===== src/rtl/core/afs_pkg.sv =====
`timescale 1ns / 1ps
// ----------------------------------------------------------------------------
// afs_pkg
// Word types, queue command type and constants of the ADTS frame splitter.
// ----------------------------------------------------------------------------
package afs_pkg;

  localparam int AFS_HDR_LEN  = 7;
  localparam int AFS_HDR_BITS = 8 * AFS_HDR_LEN;
  localparam logic [2:0] AFS_HDR_LAST_IDX = 3'(AFS_HDR_LEN - 1);
  localparam logic [7:0] AFS_SYNC_BYTE = 8'hFF;
  localparam logic [3:0] AFS_SYNC_NIBBLE = 4'hF;

  typedef struct packed {
    logic [7:0] data_byte;
    logic       buffer_first;
    logic       buffer_last;
  } afs_in_t;

  typedef struct packed {
    logic [7:0]  out_byte;
    logic        frame_first;
    logic        frame_last;
    logic        truncated;
    logic        sync_error;
    logic        mpeg_id;
    logic        no_crc;
    logic [1:0]  profile;
    logic [3:0]  sample_rate_index;
    logic [2:0]  channel_config;
    logic [12:0] frame_length;
    logic [1:0]  raw_blocks;
  } afs_out_t;

  typedef enum logic [1:0] {
    AFS_CMD_HDR  = 2'd0,
    AFS_CMD_BODY = 2'd1,
    AFS_CMD_ERR  = 2'd2
  } afs_kind_t;

  typedef struct packed {
    afs_kind_t                kind;
    logic [7:0]               data_byte;
    logic                     last;
    logic                     trunc;
    logic [AFS_HDR_BITS-1:0]  hdr;
  } afs_cmd_t;

endpackage


===== src/rtl/core/afs_front.sv =====
`timescale 1ns / 1ps
// ----------------------------------------------------------------------------
// afs_front
// Sync hunt, header gathering and body counting; pushes one command per
// finished header, body byte or bad header (sync or length) into the queue.
// ----------------------------------------------------------------------------
module afs_front (
  input  logic               clk,
  input  logic               rst_n,
  input  logic               in_valid,
  output logic               in_ready,
  input  afs_pkg::afs_in_t   in_data,
  input  logic               q_ready,
  output logic               push_valid,
  output afs_pkg::afs_cmd_t  push_cmd
);

  typedef enum logic [3:0] {
    MODE_HALT   = 4'b0001,
    MODE_HUNT   = 4'b0010,
    MODE_HEADER = 4'b0100,
    MODE_BODY   = 4'b1000
  } mode_t;

  mode_t       mode_r, mode_nxt;
  logic        pwf_r, pwf_nxt;
  logic [2:0]  hc_r, hc_nxt;
  logic [12:0] br_r, br_nxt;
  logic [7:0]  hdr_r [afs_pkg::AFS_HDR_LEN];

  logic        accept;
  mode_t       mode_v;
  logic        pwf_v;
  logic [2:0]  hc_v;
  logic [12:0] br_v;
  logic [12:0] br_dec;
  logic [12:0] len;
  logic        sync_ok;
  logic        hdr_wr_en;
  logic        sync_hit;
  logic [afs_pkg::AFS_HDR_BITS-1:0] hdr_cur;
  logic [afs_pkg::AFS_HDR_BITS-1:0] hdr_done;

  assign in_ready = q_ready;
  assign accept   = in_valid && q_ready;

  assign hdr_cur  = {hdr_r[0], hdr_r[1], hdr_r[2], hdr_r[3], hdr_r[4], hdr_r[5], hdr_r[6]};
  assign hdr_done = {hdr_r[0], hdr_r[1], hdr_r[2], hdr_r[3], hdr_r[4], hdr_r[5],
                     in_data.data_byte};
  assign len      = {hdr_r[3][1:0], hdr_r[4], hdr_r[5][7:5]};
  assign sync_ok  = (hdr_r[0] == afs_pkg::AFS_SYNC_BYTE) &&
                    (hdr_r[1][7:4] == afs_pkg::AFS_SYNC_NIBBLE);

  always_comb begin
    mode_v    = in_data.buffer_first ? MODE_HUNT : mode_r;
    pwf_v     = in_data.buffer_first ? 1'b0 : pwf_r;
    hc_v      = in_data.buffer_first ? 3'd0 : hc_r;
    br_v      = in_data.buffer_first ? 13'd0 : br_r;
    br_dec    = br_v - 13'd1;
    mode_nxt  = mode_r;
    pwf_nxt   = pwf_r;
    hc_nxt    = hc_r;
    br_nxt    = br_r;
    hdr_wr_en = 1'b0;
    sync_hit  = 1'b0;
    push_valid         = 1'b0;
    push_cmd.kind      = afs_pkg::AFS_CMD_BODY;
    push_cmd.data_byte = in_data.data_byte;
    push_cmd.last      = 1'b0;
    push_cmd.trunc     = 1'b0;
    push_cmd.hdr       = hdr_cur;
    if (accept) begin
      mode_nxt = mode_v;
      pwf_nxt  = pwf_v;
      hc_nxt   = hc_v;
      br_nxt   = br_v;
      unique case (mode_v)
        MODE_HUNT: begin
          if (pwf_v && (in_data.data_byte[7:4] == afs_pkg::AFS_SYNC_NIBBLE)) begin
            sync_hit = 1'b1;
            hc_nxt   = 3'd2;
            pwf_nxt  = 1'b0;
            mode_nxt = MODE_HEADER;
          end else begin
            pwf_nxt = (in_data.data_byte == afs_pkg::AFS_SYNC_BYTE);
          end
        end
        MODE_HEADER: begin
          hdr_wr_en = 1'b1;
          if (hc_v == afs_pkg::AFS_HDR_LAST_IDX) begin
            hc_nxt     = 3'd0;
            push_valid = 1'b1;
            if (!sync_ok || (len < 13'(afs_pkg::AFS_HDR_LEN))) begin
              push_cmd.kind = afs_pkg::AFS_CMD_ERR;
              mode_nxt      = MODE_HALT;
            end else begin
              push_cmd.kind = afs_pkg::AFS_CMD_HDR;
              push_cmd.hdr  = hdr_done;
              if (len == 13'(afs_pkg::AFS_HDR_LEN)) begin
                push_cmd.last = 1'b1;
                mode_nxt      = MODE_HEADER;
              end else begin
                br_nxt         = len - 13'(afs_pkg::AFS_HDR_LEN);
                mode_nxt       = MODE_BODY;
                push_cmd.last  = in_data.buffer_last;
                push_cmd.trunc = in_data.buffer_last;
              end
            end
          end else begin
            hc_nxt = hc_v + 3'd1;
          end
        end
        MODE_BODY: begin
          br_nxt     = br_dec;
          push_valid = 1'b1;
          if (br_dec == 13'd0) begin
            push_cmd.last = 1'b1;
            mode_nxt      = MODE_HEADER;
            hc_nxt        = 3'd0;
          end else begin
            push_cmd.last  = in_data.buffer_last;
            push_cmd.trunc = in_data.buffer_last;
          end
        end
        default: begin
        end
      endcase
      if (in_data.buffer_last) begin
        mode_nxt = MODE_HALT;
      end
    end
  end

  always_ff @(posedge clk) begin
    if (!rst_n) begin
      mode_r <= MODE_HALT;
      pwf_r  <= 1'b0;
      hc_r   <= 3'd0;
      br_r   <= 13'd0;
    end else begin
      mode_r <= mode_nxt;
      pwf_r  <= pwf_nxt;
      hc_r   <= hc_nxt;
      br_r   <= br_nxt;
    end
  end

  always_ff @(posedge clk) begin
    if (sync_hit) begin
      hdr_r[0] <= afs_pkg::AFS_SYNC_BYTE;
      hdr_r[1] <= in_data.data_byte;
    end else if (hdr_wr_en) begin
      hdr_r[hc_v] <= in_data.data_byte;
    end
  end

endmodule


===== src/rtl/core/afs_queue.sv =====
`timescale 1ns / 1ps
// ----------------------------------------------------------------------------
// afs_queue
// Command queue between front and back; absorbs the header bursts. The head
// entry is read ahead into a register, with bypass on a write to it.
// ----------------------------------------------------------------------------
module afs_queue #(
  parameter int DEPTH = 16
) (
  input  logic               clk,
  input  logic               rst_n,
  input  logic               push_valid,
  input  afs_pkg::afs_cmd_t  push_cmd,
  output logic               push_ready,
  output logic               pop_valid,
  output afs_pkg::afs_cmd_t  pop_cmd,
  input  logic               pop
);

  localparam int PW = $clog2(DEPTH);
  localparam int CW = $clog2(DEPTH + 1);

  afs_pkg::afs_cmd_t mem [DEPTH];
  afs_pkg::afs_cmd_t head_r;
  logic [PW-1:0] wr_ptr_r, wr_ptr_nxt;
  logic [PW-1:0] rd_ptr_r, rd_ptr_nxt;
  logic [CW-1:0] count_r, count_nxt;
  logic          do_push, do_pop;

  assign push_ready = (count_r != CW'(DEPTH));
  assign pop_valid  = (count_r != '0);
  assign pop_cmd    = head_r;
  assign do_push    = push_valid && push_ready;
  assign do_pop     = pop && pop_valid;

  always_comb begin
    wr_ptr_nxt = wr_ptr_r;
    rd_ptr_nxt = rd_ptr_r;
    count_nxt  = count_r;
    if (do_push) begin
      wr_ptr_nxt = (wr_ptr_r == PW'(DEPTH - 1)) ? '0 : wr_ptr_r + 1'b1;
    end
    if (do_pop) begin
      rd_ptr_nxt = (rd_ptr_r == PW'(DEPTH - 1)) ? '0 : rd_ptr_r + 1'b1;
    end
    case ({do_push, do_pop})
      2'b10:   count_nxt = count_r + 1'b1;
      2'b01:   count_nxt = count_r - 1'b1;
      default: count_nxt = count_r;
    endcase
  end

  always_ff @(posedge clk) begin
    if (!rst_n) begin
      wr_ptr_r <= '0;
      rd_ptr_r <= '0;
      count_r  <= '0;
    end else begin
      wr_ptr_r <= wr_ptr_nxt;
      rd_ptr_r <= rd_ptr_nxt;
      count_r  <= count_nxt;
    end
  end

  always_ff @(posedge clk) begin
    if (do_push) begin
      mem[wr_ptr_r] <= push_cmd;
    end
    if (do_push && (wr_ptr_r == rd_ptr_nxt)) begin
      head_r <= push_cmd;
    end else begin
      head_r <= mem[rd_ptr_nxt];
    end
  end

endmodule


===== src/rtl/core/afs_back.sv =====
`timescale 1ns / 1ps
// ----------------------------------------------------------------------------
// afs_back
// Expands queued commands into result words: seven words per header, one per
// body byte or error, through a registered output stage.
// ----------------------------------------------------------------------------
module afs_back (
  input  logic               clk,
  input  logic               rst_n,
  input  logic               cmd_valid,
  input  afs_pkg::afs_cmd_t  cmd,
  output logic               cmd_pop,
  output logic               out_valid,
  input  logic               out_ready,
  output afs_pkg::afs_out_t  out_data
);

  function automatic afs_pkg::afs_out_t hdr_fields(
    input logic [afs_pkg::AFS_HDR_BITS-1:0] h
  );
    afs_pkg::afs_out_t f;
    f = '0;
    f.mpeg_id           = h[43];
    f.no_crc            = h[40];
    f.profile           = h[39:38];
    f.sample_rate_index = h[37:34];
    f.channel_config    = {h[32], h[31:30]};
    f.frame_length      = {h[25:24], h[23:16], h[15:13]};
    f.raw_blocks        = h[1:0];
    return f;
  endfunction

  function automatic logic [7:0] hdr_byte(
    input logic [afs_pkg::AFS_HDR_BITS-1:0] h,
    input logic [2:0] idx
  );
    logic [7:0] b;
    case (idx)
      3'd0:    b = h[55:48];
      3'd1:    b = h[47:40];
      3'd2:    b = h[39:32];
      3'd3:    b = h[31:24];
      3'd4:    b = h[23:16];
      3'd5:    b = h[15:8];
      default: b = h[7:0];
    endcase
    return b;
  endfunction

  logic [2:0]        idx_r, idx_nxt;
  logic              out_valid_r, out_valid_nxt;
  afs_pkg::afs_out_t out_data_r;
  afs_pkg::afs_out_t res;
  logic              advance;
  logic              hdr_end;

  assign advance   = cmd_valid && (!out_valid_r || out_ready);
  assign hdr_end   = (idx_r == afs_pkg::AFS_HDR_LAST_IDX);
  assign out_valid = out_valid_r;
  assign out_data  = out_data_r;

  always_comb begin
    res     = hdr_fields(cmd.hdr);
    cmd_pop = 1'b0;
    idx_nxt = idx_r;
    unique case (cmd.kind)
      afs_pkg::AFS_CMD_HDR: begin
        res.out_byte    = hdr_byte(cmd.hdr, idx_r);
        res.frame_first = (idx_r == 3'd0);
        res.frame_last  = hdr_end && cmd.last;
        res.truncated   = hdr_end && cmd.trunc;
        if (advance) begin
          cmd_pop = hdr_end;
          idx_nxt = hdr_end ? 3'd0 : idx_r + 3'd1;
        end
      end
      afs_pkg::AFS_CMD_BODY: begin
        res.out_byte   = cmd.data_byte;
        res.frame_last = cmd.last;
        res.truncated  = cmd.trunc;
        cmd_pop        = advance;
      end
      afs_pkg::AFS_CMD_ERR: begin
        res            = '0;
        res.sync_error = 1'b1;
        cmd_pop        = advance;
      end
      default: begin
        res     = '0;
        cmd_pop = advance;
      end
    endcase
    out_valid_nxt = advance ? 1'b1 : (out_valid_r && !out_ready);
  end

  always_ff @(posedge clk) begin
    if (!rst_n) begin
      idx_r       <= 3'd0;
      out_valid_r <= 1'b0;
    end else begin
      idx_r       <= idx_nxt;
      out_valid_r <= out_valid_nxt;
    end
  end

  always_ff @(posedge clk) begin
    if (advance) begin
      out_data_r <= res;
    end
  end

endmodule


===== src/rtl/core/adts_frame_splitter_unit.sv =====
// Path: a body byte's word goes through the queue head register, then the
// output register; the seven header words follow the last header byte the same way.
// Throughput: one byte per cycle while the QUEUE_DEPTH-entry command queue has
// room; it absorbs the 7-word header burst paced by the single output register.
// Reset: synchronous on rst_n low; the block then drops bytes until a byte
// with buffer_first, and the output register comes up empty.
`timescale 1ns / 1ps
// ----------------------------------------------------------------------------
// adts_frame_splitter_unit
// ADTS frame splitter: front parser, command queue and result back end.
// ----------------------------------------------------------------------------
module adts_frame_splitter_unit #(
  parameter int QUEUE_DEPTH = 16
) (
  input  logic               clk,
  input  logic               rst_n,
  input  logic               in_valid,
  output logic               in_ready,
  input  afs_pkg::afs_in_t   in_data,
  output logic               out_valid,
  input  logic               out_ready,
  output afs_pkg::afs_out_t  out_data
);

  logic              push_valid;
  afs_pkg::afs_cmd_t push_cmd;
  logic              q_ready;
  logic              q_valid;
  afs_pkg::afs_cmd_t q_cmd;
  logic              q_pop;

  afs_front u_front (
    .clk        (clk),
    .rst_n      (rst_n),
    .in_valid   (in_valid),
    .in_ready   (in_ready),
    .in_data    (in_data),
    .q_ready    (q_ready),
    .push_valid (push_valid),
    .push_cmd   (push_cmd)
  );

  afs_queue #(
    .DEPTH (QUEUE_DEPTH)
  ) u_queue (
    .clk        (clk),
    .rst_n      (rst_n),
    .push_valid (push_valid),
    .push_cmd   (push_cmd),
    .push_ready (q_ready),
    .pop_valid  (q_valid),
    .pop_cmd    (q_cmd),
    .pop        (q_pop)
  );

  afs_back u_back (
    .clk       (clk),
    .rst_n     (rst_n),
    .cmd_valid (q_valid),
    .cmd       (q_cmd),
    .cmd_pop   (q_pop),
    .out_valid (out_valid),
    .out_ready (out_ready),
    .out_data  (out_data)
  );

endmodule


===== config.mk =====
export PLATFORM = sky130hd
export DESIGN_NAME = adts_frame_splitter_unit
export DESIGN_NICKNAME = d
export VERILOG_FILES = /design/src/rtl/core/afs_pkg.sv /design/src/rtl/core/afs_front.sv /design/src/rtl/core/afs_queue.sv /design/src/rtl/core/afs_back.sv /design/src/rtl/core/adts_frame_splitter_unit.sv
export SDC_FILE = /design/constraint.sdc
export NUM_CORES = 1
export LEC_CHECK = 0
export BUFFER_PORTS_ARGS = -buffer_cell sky130_fd_sc_hd__buf_2
export CAP_MARGIN = 10
export CORE_MARGIN = 2
export CORE_UTILIZATION = 55
export CTS_CLUSTER_SIZE = 12
export DETAILED_ROUTE_END_ITERATION = 8
export GPL_TIMING_DRIVEN = 0
export PLACE_DENSITY = 0.69
export REMOVE_ABC_BUFFERS = 1
export SETUP_SLACK_MARGIN = 0.3
export SYNTH_ARGS = -nofsm -noshare
export SYNTH_HDL_FRONTEND = slang
export SYNTH_SLANG_ARGS = --single-unit

===== constraint.sdc =====
create_clock -name clk -period 6.76 [get_ports clk]
set_clock_uncertainty 0.15 [all_clocks]
set_input_delay 0.676 -clock clk [delete_from_list [all_inputs] [get_ports clk]]
set_output_delay 0.676 -clock clk [all_outputs]
set_load 0.03 [all_outputs]

# After elaboration in Yosys (flattened, before gate mapping)
# Memories as Yosys holds them, arrays and structs flattened. A register that Yosys moved wholly into a read port is not among the register bits.
# Index checks and enable logic that the tools add are counted.
[classes] add_sub_neg=8 multipliers=0 div=0 magnitude_cmp=1 eq_ne=22 n_shift=0 mux=64 bitwise=0 n_reduce_logical=22
[ops] cell="$mux W58" count=3
[ops] cell="$mux W56" count=1
[ops] cell="$pmux W27 S2" count=1
[ops] cell="$mux W13" count=4
[ops] cell="$pmux W8 S6" count=1
[ops] cell="$mux W4" count=10
[ops] cell="$pmux W13 S2" count=1
[ops] cell="$mux W1" count=25
[ops] cell="$eq A4 B4 Y1 const B" count=5
[ops] cell="$mux W3" count=6
[ops] cell="$eq A8 B8 Y1 const B" count=2
[ops] cell="$pmux W8 S2" count=1
[ops] cell="$eq A13 B3 Y1 const B" count=1
[ops] cell="$logic_not A13 Y1" count=1
[ops] cell="$lt A13 B3 Y1 const B" count=1
[ops] cell="$sub A13 B1 Y13 const B" count=1
[ops] cell="$sub A13 B3 Y13 const B" count=1
[ops] cell="$eq A3 B3 Y1 const B" count=4
[ops] cell="$pmux W4 S3" count=1
[ops] cell="$pmux W5 S2" count=1
[ops] cell="$logic_and A1 B1 Y1" count=9
[ops] cell="$pmux W3 S3" count=1
[ops] cell="$add A4 B1 Y4 const B" count=2
[ops] cell="$mux W2" count=4
[ops] cell="other kinds (22)" count=30
[word_totals] regBits=76 latchBits=0 mem_bits_rw=1144 rom_bits=0 inputBits=14 output_inout_bits=40 wordCells=140 mem_count=2
[mem_list] name="u_queue.mem" depth=16 width=68 read_ports=1 rd_clocked_by_memory_dff=1 write_ports=1 line="afs_queue.sv:23" text="afs_pkg::afs_cmd_t mem [DEPTH];"
[mem_list] name="u_front.hdr_r" depth=7 width=8 read_ports=7 rd_clocked_by_memory_dff=0 write_ports=2 line="afs_front.sv:29" text="logic [7:0] hdr_r [afs_pkg::AFS_HDR_LEN];"

# Longest topological paths before layout
[logic_depth] ltp_word=9 mapped_depth=15 ltp_nobuf=13

# Cells and area by module
# A second synthesis with hierarchy kept.
[unflattened] hier_cells=2275 area_unflattened_um2=48418.9
[modules_own_cells] module="afs_queue" instances=1 cells_each=1625 area_per_inst_um2=41722.5 seq_area_each_um2=33011.7
[modules_own_cells] module="afs_front" instances=1 cells_each=454 area_per_inst_um2=4439.3 seq_area_each_um2=2102.0
[modules_own_cells] module="afs_back" instances=1 cells_each=196 area_per_inst_um2=2257.2 seq_area_each_um2=1221.2

# Worst setup path after synthesis
# No wires, ideal clock.
[synth_timing] path_type="input to register" start="in out_ready" end="reg u_queue.count_r[4]" setup_ns=0.128 t_arrival_ns=4.786 required_time_ns=6.482 setup_slack_ns=1.697 stages=13 n_path_buf=0 cell_sequence="nand2b_1 a21boi_1 inv_1 a31oi_1 ha_1 inv_1 fa_1 nor2b_1 o21ai_0 and3_1 nor3_1 xnor2_1 nor2_1"
[synth_between] elab_chain_cells=7 elab_cells_between_ends=9 classes_between="2 x eq/ne; 3 x mux; 4 x reduce/logical"
[synth_rtl] item="from (decl)" line="adts_frame_splitter_unit.sv:21" text="input logic out_ready,"
[synth_rtl] item="$logic_or A1 B1 Y1 *" line="afs_back.sv:57" text="assign advance = cmd_valid && (!out_valid_r || out_ready);"
[synth_rtl] item="$logic_and A1 B1 Y1 *" line="afs_back.sv:57"
[synth_rtl] item="$mux W1" line="afs_back.sv:72" text="if (advance) begin"
[synth_rtl] item="$mux W1 *" line="afs_back.sv:66" text="unique case (cmd.kind)"
[synth_rtl] item="$logic_and A1 B1 Y1 *" line="afs_queue.sv:34" text="assign do_pop = pop && pop_valid;"
[synth_rtl] item="$eq A2 B1 Y1 / $eq A2 B2 Y1 (equally long branches)" line="afs_queue.sv:46" text="case ({do_push, do_pop})"
[synth_rtl] item="$pmux W5 S2 / $reduce_bool A2 Y1 (equally long branches)"
[synth_rtl] item="to (signal assigned)" line="afs_queue.sv:61" text="count_r <= count_nxt;"
[synth_rtl] item="to (decl)" line="afs_queue.sv:27" text="logic [CW-1:0] count_r, count_nxt;"
# Mark *: on every way between the ends. The rest lies on a longest branch, timed or not.
# A chain may end at the register's enable or synchronous reset.

==> results.toml <==
[status]
status = "finished clean"

[clocking]
cts-resized-gates = 0
numCtsBuffers = 121
htreeDepth = 3
tritoncts = "done"
clockBufferDepth = 3
cts.sinks = 1224
clk_pin_slew_ns = 0.06
hold_buffers = 0
cts_root_buffer = "clkbuf_16"
cts_setup_buffers = 0
clk_latency_ns = 0.70

[global_route]
antenna_found_initial = 8
grt_pass1_vias = 25000
grt_overflow = 0
grt_max_degree = 62
grt_use_total = 0.270
grt_pass1_wl_um = 173000

[timing]
post-route-period-util = 0.819
slew_headroom = 0.109
fmax_mhz = 181
hold_viol = 0
worst_pin_slew_ns = 1.33
rsz0062_at_grt = "false"
period_needed_ns = 5.54
setup_viol = 0
fin_setup_tns_ns = 0
drv_slew = 0

[worst_hold_path]
hold_path.class = "input pin to register"
min_from = "out_ready"

[placement]
place_congestion = 0.856
hpwl_um = 67700
place_area_um2 = 50500
port_buffers = 53

[yosys]
ys_warn_count = 0
synthArstFlopShare = 0
synth_cell_types = 77
syn_avg_cell_area_um2 = 20.1
synth_edf_count = 1182
yosysSeqAreaShare = 0.753
syn_area_um2 = 48300
synth_seq_cells = 1224
ys_dominant_reg_cell = "edfxtp_1"
synthCells = 2397

[power_and_ir_drop]
p_leak_nw = 16.5
ir_worst_vdd_uv = 262
cellPowerDensity_nw_per_um2 = 266

[worst_setup_path]
slowest_delay_ns = 0.91
worstPathRequired_ns = 7.14
cp_max_fo = 40
critical-path-top-delay-family = "simple AND/OR/NAND/NOR gates"
path_cells = "buf_16, buf_16, mux4_2, a22o_1, nor2_4, a31oi_1, ha_1, ha_1, nor2b_1, o21ai_0, and3_1, nor3_1, xnor2_1, nor2_1"
cp-start-kind = "register"
cp_slowest_cell = "dfxtp_4"
arrival_ns = 5.92
path_buf_inv = 2
critical_path_class = "register to register"
cp-end-kind = "register"

[drt]
antenna_left = 0
wire_per_inst_um = 32.1
dr.first_iter.drc_count = 3027
post-route-drc-count = 0
dr.pass1.iters = 5
vias = 24700
wl_um = 120000
via_per_inst = 6.63

[floorplan]
die_h_um = 300
coreArea_um2 = 86900
ioPinCount = 54
die_w_um = 300
std_cell_rows = 108
die_area_um2 = 90200
initial_utilization = 0.556

[finish]
area_growth_syn_to_layout_pct = 11.9
final_cell_mix = "edfxtp_1, mux4_2, clkbuf_16"
final_common_cell = "edfxtp_1"
n_fill_cell = 5829
layout-drive-gt1-share = 0.218
finalNetCount = 2522
fin_area_um2 = 54000

[run]
maxCapViolations = 0
[area by class of cell]
class                   count  area (um^2)  area share
inverters                  29          111     0.00206
flip-flops and latches   1224        36300       0.673
clock buffers             170         3230      0.0598
multi-input cells        1019        11200       0.208
clock inverters            32          279     0.00517
repair buffers             99         1350      0.0250
diodes                      2         5.00   0.0000927
well taps                1155         1450      0.0268
[power by group]
group | internal, mW | total [mW] | leakage, nW | switching [mW]
Combinational | 0.0252 | 0.0910 | 3.88 | 0.0658
Sequential | 8.21 | 8.21 | 11.0 | 0.00739
Clock | 3.38 | 6.09 | 1.69 | 2.71
Total | 11.6 | 14.4 | 16.5 | 2.78
[final timing paths]
path / to / slack, ns / depth (start not counted)
worst max-delay path: u_queue.count_r[4] / 1.22 / 14
worst min-delay path: u_back.out_valid / 0.18 / 3
worst min register to register: u_front.br_r[12] / 0.35 / 1
worst max register to register: u_queue.count_r[4] / 1.22 / 14
[stage by stage]
step           power (mW)   util  setup slack, ns  hold slack, ns  std cells
2_1_floorplan        8.41      -            -6.70           0.313       2272
3_3_place_gp         8.46  0.567           -14.42           0.329       3480
3_5_place_dp         8.46  0.581             1.21           0.329       3523
4_1_cts              14.5  0.621             1.19           0.161       3725
5_1_grt              14.7  0.622            0.904           0.199       3728
6_report             14.4  0.622             1.22           0.176       3730
[cells by family after synthesis]
group / Yosys count / synth area share
AOI/OAI and AO/OA: 264 / 0.0371
DFF: 1224 / 0.753
muxes: 379 / 0.149
adders and majority gates: 14 / 0.00378
xor gates and xnor gates: 21 / 0.00381
and+or+nand+nor: 341 / 0.0370
buffers and inverters: 154 / 0.0166
[synthesized netlist by cell type, drive strengths merged, types with 10 or more instances]
cell,count,share of area
o22ai,23,0.0030
clkbuf,51,0.0040
xnor2,11,0.0020
xor2,10,0.0018
nor2,61,0.0047
and3,18,0.0023
and2,35,0.0045
a31oi,24,0.0031
mux2,15,0.0035
dfxtp,42,0.017
mux4,271,0.13
nand3,27,0.0028
nor3,22,0.0023
buf,74,0.010
inv,29,0.0023
nor4,11,0.0014
nand2,81,0.0063
ha,13,0.0034
o21ai,48,0.0050
nor2b,20,0.0026
o211ai,11,0.0017
nand2b,18,0.0023
a22oi,26,0.0040
edfxtp,1182,0.74
nand4,15,0.0019
mux2i,93,0.019
a221oi,13,0.0024
a211oi,11,0.0017
a21oi,45,0.0047
[worst min-delay path, stage by stage]
cell      delay [ns]
buf_2           0.07
nand2b_1        0.11
a31oi_1         0.08
[per-layer routing]
| layer | vias up | part of all wire | GRT usage |
|---|---|---|---|
| li1 | 10200 | - | - |
| met1 | 13000 | 0.39 | 0.387 |
| met2 | 1389 | 0.48 | 0.425 |
| met3 | 221 | 0.095 | 0.0460 |
| met4 | 6 | 0.034 | 0.0936 |
| met5 | - | 0.00024 | 0 |
[sequential cells by signal, indices dropped and copies added, names as in the netlist, named ones only]
signal and cells:
u_queue.rd_ptr_r 4, u_front.pwf_r 1, u_front.hdr_r 56, u_front.hc_r 3
u_back.out_valid 1, u_back.idx_r 3, u_front.mode_r 4, u_queue.wr_ptr_r 4
u_back.out_data 38, u_front.br_r 13, u_queue.count_r 5, u_queue.mem 1088
No activity file was read; power rests on OpenSTA's default activity.
